[src/sv/ubxpc_pkg.sv]
// ubxpc_pkg: constants, types and helpers for the ubx posllh frame checker
// no dependencies, imported by every module of the block

package ubxpc_pkg;

    localparam int MAX_FRAME_BYTES = 255;
    localparam int POS_W           = $clog2(MAX_FRAME_BYTES + 1);
    localparam int CAPTURE_FIRST   = 2;
    localparam int CAPTURE_COUNT   = 32;
    localparam int CAP_IDX_W       = $clog2(CAPTURE_COUNT);
    localparam int CAPTURE_LAST    = CAPTURE_FIRST + CAPTURE_COUNT - 1;
    localparam int MIN_FRAME_LAST  = 3;

    typedef logic [POS_W-1:0] t_pos;
    typedef logic [CAPTURE_COUNT-1:0][7:0] t_cap_bytes;

    typedef struct packed {
        logic checksum_ok;
        t_pos pos;
    } t_track;

    typedef struct packed {
        logic               checksum_ok;
        logic        [7:0]  msg_class;
        logic        [7:0]  msg_id;
        logic        [15:0] payload_length;
        logic        [31:0] time_of_week_ms;
        logic signed [31:0] longitude;
        logic signed [31:0] latitude;
        logic signed [31:0] height_ellipsoid;
        logic signed [31:0] height_sea_level;
        logic        [31:0] horizontal_accuracy;
        logic        [31:0] vertical_accuracy;
    } t_result;

    // little-endian 32-bit word from captured bytes at frame index idx
    function automatic logic [31:0] word32(t_cap_bytes cap, int idx);
        word32 = {cap[idx - CAPTURE_FIRST + 3], cap[idx - CAPTURE_FIRST + 2],
                  cap[idx - CAPTURE_FIRST + 1], cap[idx - CAPTURE_FIRST]};
    endfunction

endpackage

[src/sv/ubxpc_if.sv]
// ubxpc_if: valid/ready channels for frame bytes and decoded results
// depends on no other file

interface ubxpc_byte_if;
    logic       valid;
    logic       ready;
    logic [7:0] frame_byte;
    logic       frame_last;

    modport source (output valid, output frame_byte, output frame_last, input ready);
    modport sink (input valid, input frame_byte, input frame_last, output ready);
endinterface

interface ubxpc_result_if;
    logic               valid;
    logic               ready;
    logic               checksum_ok;
    logic        [7:0]  msg_class;
    logic        [7:0]  msg_id;
    logic        [15:0] payload_length;
    logic        [31:0] time_of_week_ms;
    logic signed [31:0] longitude;
    logic signed [31:0] latitude;
    logic signed [31:0] height_ellipsoid;
    logic signed [31:0] height_sea_level;
    logic        [31:0] horizontal_accuracy;
    logic        [31:0] vertical_accuracy;

    modport source (
        output valid, input ready, output checksum_ok, output msg_class, output msg_id,
        output payload_length, output time_of_week_ms, output longitude, output latitude,
        output height_ellipsoid, output height_sea_level, output horizontal_accuracy,
        output vertical_accuracy
    );
    modport sink (
        input valid, output ready, input checksum_ok, input msg_class, input msg_id,
        input payload_length, input time_of_week_ms, input longitude, input latitude,
        input height_ellipsoid, input height_sea_level, input horizontal_accuracy,
        input vertical_accuracy
    );
endinterface

[src/sv/ubxpc_track.sv]
// ubxpc_track: byte position, running fletcher sums and checksum compare
// depends on ubxpc_pkg

module ubxpc_track
    import ubxpc_pkg::*;
(
    input  logic       i_clk,
    input  logic       i_rst_n,
    input  logic       i_take,
    input  logic [7:0] i_frame_byte,
    input  logic       i_frame_last,
    output t_track     o_track
);

    t_pos        r_pos,       n_pos;
    logic [7:0]  r_sum_a,     n_sum_a;
    logic [7:0]  r_sum_b,     n_sum_b;
    logic [15:0] r_hist,      n_hist;
    logic [7:0]  r_prev_byte, n_prev_byte;
    logic [7:0]  sum_a_add;

    assign sum_a_add = r_sum_a + i_frame_byte;

    always_comb begin
        n_pos       = r_pos;
        n_sum_a     = r_sum_a;
        n_sum_b     = r_sum_b;
        n_hist      = r_hist;
        n_prev_byte = r_prev_byte;
        if (i_take) begin
            n_prev_byte = i_frame_byte;
            if (i_frame_last) begin
                n_pos   = '0;
                n_sum_a = '0;
                n_sum_b = '0;
                n_hist  = '0;
            end else begin
                n_hist = {r_sum_a, r_sum_b};
                if (r_pos >= t_pos'(CAPTURE_FIRST)) begin
                    n_sum_a = sum_a_add;
                    n_sum_b = r_sum_b + sum_a_add;
                end
                if (r_pos != t_pos'(MAX_FRAME_BYTES)) begin
                    n_pos = r_pos + t_pos'(1);
                end
            end
        end
    end

    always_ff @(posedge i_clk) begin
        if (!i_rst_n) begin
            r_pos       <= '0;
            r_sum_a     <= '0;
            r_sum_b     <= '0;
            r_hist      <= '0;
            r_prev_byte <= '0;
        end else begin
            r_pos       <= n_pos;
            r_sum_a     <= n_sum_a;
            r_sum_b     <= n_sum_b;
            r_hist      <= n_hist;
            r_prev_byte <= n_prev_byte;
        end
    end

    // sums before the second-to-last byte against the two trailing bytes
    assign o_track.checksum_ok = (r_pos >= t_pos'(MIN_FRAME_LAST)) &&
                                 (r_hist == {r_prev_byte, i_frame_byte});
    assign o_track.pos         = r_pos;

endmodule

[src/sv/ubxpc_capture.sv]
// ubxpc_capture: holds frame bytes 2 to 33, masks bytes not yet received
// depends on ubxpc_pkg

module ubxpc_capture
    import ubxpc_pkg::*;
(
    input  logic       i_clk,
    input  logic       i_take,
    input  t_pos       i_pos,
    input  logic [7:0] i_frame_byte,
    output t_cap_bytes o_bytes
);

    t_cap_bytes         r_cap;
    logic               in_window;
    logic [CAP_IDX_W-1:0] wr_idx;
    t_pos               rel_pos;

    assign in_window = (i_pos >= t_pos'(CAPTURE_FIRST)) && (i_pos <= t_pos'(CAPTURE_LAST));
    assign rel_pos   = i_pos - t_pos'(CAPTURE_FIRST);
    assign wr_idx    = rel_pos[CAP_IDX_W-1:0];

    always_ff @(posedge i_clk) begin
        if (i_take && in_window) begin
            r_cap[wr_idx] <= i_frame_byte;
        end
    end

    // current byte bypasses its slot, slots beyond the current byte read zero
    always_comb begin
        for (int c = 0; c < CAPTURE_COUNT; c++) begin
            if (in_window && (wr_idx == CAP_IDX_W'(c))) begin
                o_bytes[c] = i_frame_byte;
            end else if ({1'b0, i_pos} >= (POS_W + 1)'(c + CAPTURE_FIRST)) begin
                o_bytes[c] = r_cap[c];
            end else begin
                o_bytes[c] = '0;
            end
        end
    end

endmodule

[src/sv/ubxpc_out_reg.sv]
// ubxpc_out_reg: decodes header and payload words into the result register
// depends on ubxpc_pkg and ubxpc_result_if

module ubxpc_out_reg
    import ubxpc_pkg::*;
(
    input  logic       i_clk,
    input  logic       i_rst_n,
    input  logic       i_load,
    input  t_track     i_track,
    input  t_cap_bytes i_bytes,
    output logic       o_can_load,
    ubxpc_result_if.source o_result
);

    logic    r_valid, n_valid;
    t_result r_result, n_result;

    always_comb begin
        n_result.checksum_ok         = i_track.checksum_ok;
        n_result.msg_class           = i_bytes[0];
        n_result.msg_id              = i_bytes[1];
        n_result.payload_length      = {i_bytes[3], i_bytes[2]};
        n_result.time_of_week_ms     = word32(i_bytes, 6);
        n_result.longitude           = word32(i_bytes, 10);
        n_result.latitude            = word32(i_bytes, 14);
        n_result.height_ellipsoid    = word32(i_bytes, 18);
        n_result.height_sea_level    = word32(i_bytes, 22);
        n_result.horizontal_accuracy = word32(i_bytes, 26);
        n_result.vertical_accuracy   = word32(i_bytes, 30);
    end

    assign o_can_load = !r_valid || o_result.ready;

    always_comb begin
        n_valid = r_valid;
        if (i_load) begin
            n_valid = 1'b1;
        end else if (o_result.ready) begin
            n_valid = 1'b0;
        end
    end

    always_ff @(posedge i_clk) begin
        if (!i_rst_n) begin
            r_valid <= 1'b0;
        end else begin
            r_valid <= n_valid;
        end
    end

    always_ff @(posedge i_clk) begin
        if (i_load) begin
            r_result <= n_result;
        end
    end

    assign o_result.valid               = r_valid;
    assign o_result.checksum_ok         = r_result.checksum_ok;
    assign o_result.msg_class           = r_result.msg_class;
    assign o_result.msg_id              = r_result.msg_id;
    assign o_result.payload_length      = r_result.payload_length;
    assign o_result.time_of_week_ms     = r_result.time_of_week_ms;
    assign o_result.longitude           = r_result.longitude;
    assign o_result.latitude            = r_result.latitude;
    assign o_result.height_ellipsoid    = r_result.height_ellipsoid;
    assign o_result.height_sea_level    = r_result.height_sea_level;
    assign o_result.horizontal_accuracy = r_result.horizontal_accuracy;
    assign o_result.vertical_accuracy   = r_result.vertical_accuracy;

endmodule

[src/sv/ubx_posllh_frame_checker_core.sv]
// ubx_posllh_frame_checker_core: ubx nav-posllh frame checker top level
// depends on ubxpc_pkg, ubxpc_if, ubxpc_track, ubxpc_capture, ubxpc_out_reg
//
//   channel    dir   word
//   i_byte     in    frame_byte, frame_last
//   o_result   out   checksum_ok, msg_class .. vertical_accuracy
//
// one byte per cycle while i_byte.ready is high; the result of a frame is registered and appears
// in the cycle after its last byte is taken; state is updated in the cycle a byte is taken,
// the result register sits after it; i_byte.ready drops only while a result is held and o_result.ready is low
// synchronous active-low reset clears position, sums and result valid

module ubx_posllh_frame_checker_core
    import ubxpc_pkg::*;
(
    input  logic i_clk,
    input  logic i_rst_n,
    ubxpc_byte_if.sink     i_byte,
    ubxpc_result_if.source o_result
);

    logic       can_load;
    logic       take;
    t_track     track;
    t_cap_bytes cap_bytes;

    assign i_byte.ready = can_load;
    assign take         = i_byte.valid && can_load;

    ubxpc_track u_track (
        .i_clk        (i_clk),
        .i_rst_n      (i_rst_n),
        .i_take       (take),
        .i_frame_byte (i_byte.frame_byte),
        .i_frame_last (i_byte.frame_last),
        .o_track      (track)
    );

    ubxpc_capture u_capture (
        .i_clk        (i_clk),
        .i_take       (take),
        .i_pos        (track.pos),
        .i_frame_byte (i_byte.frame_byte),
        .o_bytes      (cap_bytes)
    );

    ubxpc_out_reg u_out_reg (
        .i_clk      (i_clk),
        .i_rst_n    (i_rst_n),
        .i_load     (take && i_byte.frame_last),
        .i_track    (track),
        .i_bytes    (cap_bytes),
        .o_can_load (can_load),
        .o_result   (o_result)
    );

endmodule

[src/flat_wrapper.sv]
// flat-port wrapper written by rule: the top's interface ports become plain ports
module ubx_posllh_frame_checker_core_flat import ubxpc_pkg::*;
  (i_clk, i_rst_n, i_byte_valid, i_byte_frame_byte, i_byte_frame_last, i_byte_ready, o_result_valid, o_result_ready, o_result_checksum_ok, o_result_msg_class, o_result_msg_id, o_result_payload_length, o_result_time_of_week_ms, o_result_longitude, o_result_latitude, o_result_height_ellipsoid, o_result_height_sea_level, o_result_horizontal_accuracy, o_result_vertical_accuracy);
  ubxpc_byte_if i_byte_i ();
  ubxpc_result_if o_result_i ();
  input  logic i_clk;
  input  logic i_rst_n;
  input wire logic [$bits(i_byte_i.valid)-1:0] i_byte_valid;
  input wire logic [$bits(i_byte_i.frame_byte)-1:0] i_byte_frame_byte;
  input wire logic [$bits(i_byte_i.frame_last)-1:0] i_byte_frame_last;
  output wire logic [$bits(i_byte_i.ready)-1:0] i_byte_ready;
  output wire logic [$bits(o_result_i.valid)-1:0] o_result_valid;
  input wire logic [$bits(o_result_i.ready)-1:0] o_result_ready;
  output wire logic [$bits(o_result_i.checksum_ok)-1:0] o_result_checksum_ok;
  output wire logic [$bits(o_result_i.msg_class)-1:0] o_result_msg_class;
  output wire logic [$bits(o_result_i.msg_id)-1:0] o_result_msg_id;
  output wire logic [$bits(o_result_i.payload_length)-1:0] o_result_payload_length;
  output wire logic [$bits(o_result_i.time_of_week_ms)-1:0] o_result_time_of_week_ms;
  output wire logic [$bits(o_result_i.longitude)-1:0] o_result_longitude;
  output wire logic [$bits(o_result_i.latitude)-1:0] o_result_latitude;
  output wire logic [$bits(o_result_i.height_ellipsoid)-1:0] o_result_height_ellipsoid;
  output wire logic [$bits(o_result_i.height_sea_level)-1:0] o_result_height_sea_level;
  output wire logic [$bits(o_result_i.horizontal_accuracy)-1:0] o_result_horizontal_accuracy;
  output wire logic [$bits(o_result_i.vertical_accuracy)-1:0] o_result_vertical_accuracy;
  assign i_byte_i.valid = i_byte_valid;
  assign i_byte_i.frame_byte = i_byte_frame_byte;
  assign i_byte_i.frame_last = i_byte_frame_last;
  assign i_byte_ready = i_byte_i.ready;
  assign o_result_valid = o_result_i.valid;
  assign o_result_i.ready = o_result_ready;
  assign o_result_checksum_ok = o_result_i.checksum_ok;
  assign o_result_msg_class = o_result_i.msg_class;
  assign o_result_msg_id = o_result_i.msg_id;
  assign o_result_payload_length = o_result_i.payload_length;
  assign o_result_time_of_week_ms = o_result_i.time_of_week_ms;
  assign o_result_longitude = o_result_i.longitude;
  assign o_result_latitude = o_result_i.latitude;
  assign o_result_height_ellipsoid = o_result_i.height_ellipsoid;
  assign o_result_height_sea_level = o_result_i.height_sea_level;
  assign o_result_horizontal_accuracy = o_result_i.horizontal_accuracy;
  assign o_result_vertical_accuracy = o_result_i.vertical_accuracy;
  ubx_posllh_frame_checker_core u_core (.i_clk(i_clk), .i_rst_n(i_rst_n), .i_byte(i_byte_i), .o_result(o_result_i));
endmodule
[config.mk]
export PLATFORM = sky130hd
export DESIGN_NAME = ubx_posllh_frame_checker_core_flat
export DESIGN_NICKNAME = d
export VERILOG_FILES = /design/src/sv/ubxpc_pkg.sv /design/src/sv/ubxpc_if.sv /design/src/sv/ubxpc_track.sv /design/src/sv/ubxpc_capture.sv /design/src/sv/ubxpc_out_reg.sv /design/src/sv/ubx_posllh_frame_checker_core.sv /design/src/flat_wrapper.sv
export SDC_FILE = /design/constraint.sdc
export NUM_CORES = 1
export LEC_CHECK = 0
export CORE_MARGIN = 5
export CORE_UTILIZATION = 28
export DETAILED_ROUTE_END_ITERATION = 7
export DONT_BUFFER_PORTS = 1
export PLACE_DENSITY = 0.48
export SYNTH_ARGS = -nofsm -noshare
export SYNTH_HDL_FRONTEND = slang
export SYNTH_HIERARCHICAL = 1
export SYNTH_SLANG_ARGS = --single-unit
[constraint.sdc]
create_clock -name i_clk -period 15.1 [get_ports i_clk]
set_input_delay 1.51 -clock i_clk [delete_from_list [all_inputs] [get_ports i_clk]]
set_output_delay 1.51 -clock i_clk [all_outputs]
set_load 0.005 [all_outputs]
==> flow_metrics.env <==
export IMPL_outcome="finished clean"
export IMPL_async_flop_share_pct=0
export IMPL_required_ns=15.31
export IMPL_place_detailed_hpwl_um=45400
export IMPL_dieWidth_um=301
export IMPL_ir_worst_vdd_mv=0.0665
export IMPL_crit_fanout=29
export IMPL_cts_tree="yes"
export IMPL_regArea_mm2=0.0164
export IMPL_avgSynthCellArea_um2=14.2
export IMPL_yosysUniqueCellTypes=87
export IMPL_pwr_density_cell_mw_per_mm2=126
export IMPL_yosys_warnings=6
export IMPL_fin_setup_tns_ns=0
export IMPL_clockBufferDepth=3
export IMPL_fin_util_pct=32.3
export IMPL_grt_pass1_wl_um=99900
export IMPL_syn_area_mm2=0.0237
export IMPL_cts_root_buffer="clkbuf_16"
export IMPL_wl_met3_um=3600
export IMPL_nets=1701
export IMPL_min_period_ns=4.07
export IMPL_slew_violations=0
export IMPL_design_area_mm2=0.0270
export IMPL_worst_pin_slew_ns=1.08
export IMPL_reg2reg_slack_ns=11.03
export IMPL_sw_frac_of_total_pct=21.2
export IMPL_hold_path_endpoint="u_core/u_track/r_hist[15]"
export IMPL_post_route_period_util_pct=26.9
export IMPL_num_fill_cells=8196
export IMPL_crit_arrival_ns=4.27
export IMPL_ctsHtreeMaxLevel=3
export IMPL_layout_commonest_cell="edfxtp_1"
export IMPL_wl_per_cell_um=24.7
export IMPL_cts_buffers=67
export IMPL_startpoint_type="register"
export IMPL_place_congestion=0.796
export IMPL_multi_input_area_mm2=0.00670
export IMPL_internal_power_mw=2.68
export IMPL_reg2reg_to="u_core/u_capture/r_cap[113]"
export IMPL_drtIter0Drc=886
export IMPL_dr_pass1_iters=5
export IMPL_drive_gt1_share_pct=13.0
export IMPL_hp_class="register to register"
export IMPL_route_detailed_drc=0
export IMPL_worstRegToRegCells=8
export IMPL_p_seq_share_pct=51.3
export IMPL_regToRegStartpoint="u_core/u_track/r_pos[2]"
export IMPL_wl_met2_um=36200
export IMPL_antenna_found_initial=0
export IMPL_power_leakage_nw=8.82
export IMPL_grt_util_all_layers_pct=15.1
export IMPL_worstSetupPathType="register to register"
export IMPL_insertion_delay_ns=0.60
export IMPL_vias=13700
export IMPL_combinationalPowerShare_pct=2.6
export IMPL_core_area_mm2=0.0837
export IMPL_dieArea_mm2=0.0904
export IMPL_hold_viol_final=0
export IMPL_highest_layer="met4"
export IMPL_setup_viol=0
export IMPL_max_freq_mhz=246
export IMPL_initial_utilization_pct=28.3
export IMPL_slew_headroom_pct=27.4
export IMPL_rsz0062_at_grt="false"
export IMPL_dieHeight_um=301
export IMPL_clock_sinks=562
export IMPL_ys_seq_area_share_pct=69.3
export IMPL_grt_overflow=0
export IMPL_syn_num_nets=1701
export IMPL_routed_wl_um=70400
export IMPL_drtAntennaViolNets=0
export IMPL_fin_skew_ns=0.0257
export IMPL_ios=272
export IMPL_placed_cell_area_mm2=0.0248
export IMPL_rows=106
export IMPL_place_port_buffers=0
export IMPL_end_kind="register"
export IMPL_drt_met1_wl_um=29400
export IMPL_min_path_cells=2
export IMPL_grt_max_degree=80
export IMPL_cts_resized=0
export IMPL_first_global_vias=13600
export IMPL_via_per_inst=4.79
export IMPL_layout_common_cells="513 x edfxtp_1, 202 x nand2_1, 168 x mux2i_1, 85 x nand3_1, 75 x o21ai_0"
export IMPL_p_clk_share_pct=46.2
export IMPL_total_power_mw=3.40
export IMPL_synth_top_flop_cell="edfxtp_1"
export IMPL_clk_pin_slew_worst_paths_ns=0.06
export IMPL_ys_ff_latch=562
export IMPL_drv_cap=0
export IMPL_hp_start="u_core/u_track/r_hist[15]"
export IMPL_cts_setup_buffers=0
export IMPL_holdBufCountCts=0
export IMPL_synth_edf_count=513
export IMPL_synthesis_instances=1666
export IMPL_syn2layout_area_growth_pct=14.1
export IMPL_p_switching_mw=0.723
==> cell type report <==
cell class / instances / area share (%)
Multi-Input combinational cell: 972 / 24.8
Inverter: 37 / 0.514
Tap cell: 1134 / 5.26
Clock inverter: 46 / 1.44
Clock buffer: 75 / 6.55
Sequential cell: 562 / 60.7
Antenna cell: 1 / 0.00927
Timing Repair Buffer: 26 / 0.723
==> layer usage <==
metal / vias to the layer above / track usage [%]
met3: 86 / 3.40
li1: 6219 / -
met1: 6958 / 18.8
met2: 404 / 26.7
met5: - / 0
met4: 0 / 3.68
==> cells by family after synthesis <==
family	synth area share [%]
fa+ha+maj	1.23
flops	69.3
compound gates	6.82
xor+xnor	1.23
mux	8.63
buf+inv	2.64
simple gates	10.2
==> worst max-delay path, stage by stage, from the launching register on <==
cell     delay, ns
dfxtp_1       0.30
buf_4         0.33
inv_1         0.17
ha_1          0.52
or3b_2        0.58
o31ai_4       0.18
buf_4         0.35
nand2_1       0.31
nor3_1        0.93
==> state kept, by name, indices dropped and copies added, names as in the netlist <==
name and cells:
u_core/u_capture/r_cap 256, u_core/u_out_reg/o_result.height_ellipsoid 32, u_core/u_out_reg/o_result.height_sea_level 32, u_core/u_out_reg/o_result.horizontal_accuracy 32
u_core/u_out_reg/o_result.latitude 32, u_core/u_out_reg/o_result.longitude 32, u_core/u_out_reg/o_result.time_of_week_ms 32, u_core/u_out_reg/o_result.vertical_accuracy 32
u_core/u_out_reg/o_result.payload_length 16, u_core/u_track/r_hist 16, u_core/u_out_reg/o_result.msg_class 8, u_core/u_out_reg/o_result.msg_id 8
u_core/u_track/r_pos 8, u_core/u_track/r_prev_byte 8, u_core/u_track/r_sum_a 8, u_core/u_track/r_sum_b 8
u_core/u_out_reg/o_result.checksum_ok 1, u_core/u_out_reg/o_result.valid 1
==> synth_stat cells, drive strengths merged (3+ instances only) <==
master,instances,area (um^2)
edfxtp,513,15400
nand2,202,758
mux2i,168,1680
o21ai,99,514
nand3,86,435
nor2,72,278
buf,53,328
dfxtp,49,981
clkbuf,42,158
a21boi,34,259
mux2,32,360
a21oi,30,221
inv,28,105
nor3,25,163
xor2,24,229
ha,20,250
o31ai,19,156
nand2b,15,101
and2,14,90.1
a31o,12,105
nor4,12,103
and3,10,62.6
clkinv,9,33.8
nor2b,8,50.1
nor3b,8,65.1
xnor2,7,61.3
a31oi,6,43.8
a211oi,5,55.1
a21o,5,38.8
o211ai,5,42.5
or2,5,31.3
or4,5,37.5
a22oi,4,30.0
nand4,4,31.3
or3,4,25.0
o21a,3,22.5
o41ai,3,71.3
or3b,3,26.3
==> power groups by stage <==
| stage | logic, mW | clock network, mW | registers [mW] |
|---|---|---|---|
| floorplan | 0.0645 | 0 | 1.78 |
| CTS | 0.0882 | 1.63 | 1.75 |
| global route | 0.0949 | 1.70 | 1.75 |
| detailed placement | 0.0877 | 0 | 1.78 |
| global placement | 0.0870 | 0 | 1.78 |
| finish | 0.0871 | 1.57 | 1.75 |
==> how the worst max path moves through the flow <==
stage / from / endpoint / slack [ns] / cells past startpoint
finish: u_core/u_track/r_pos[2] / u_core/u_capture/r_cap[113] / 11.03 / 8
global route: u_core/u_track/r_pos[2] / u_core/u_capture/r_cap[20] / 10.81 / 7
CTS: u_core/u_track/r_pos[2] / u_core/u_capture/r_cap[113] / 11.08 / 8
detailed placement: i_byte_frame_byte[0] / u_core/u_track/r_sum_b[7] / 10.56 / 14
global placement: i_byte_frame_byte[0] / u_core/u_track/r_sum_b[7] / 10.53 / 14
floorplan: o_result_ready / u_core/u_out_reg/o_result.valid / 6.89 / 4
==> metrics by stage <==
stage	hold slack (ns)	instances	setup WS, ns
after global routing	0.545	2852	10.81
after global placement	0.494	2731	10.53
after CTS	0.518	2852	11.08
after detailed placement	0.503	2731	10.56
after floorplan	0.467	1666	6.89
final	0.519	2853	11.03
No activity file was read; power rests on OpenSTA's default activity.
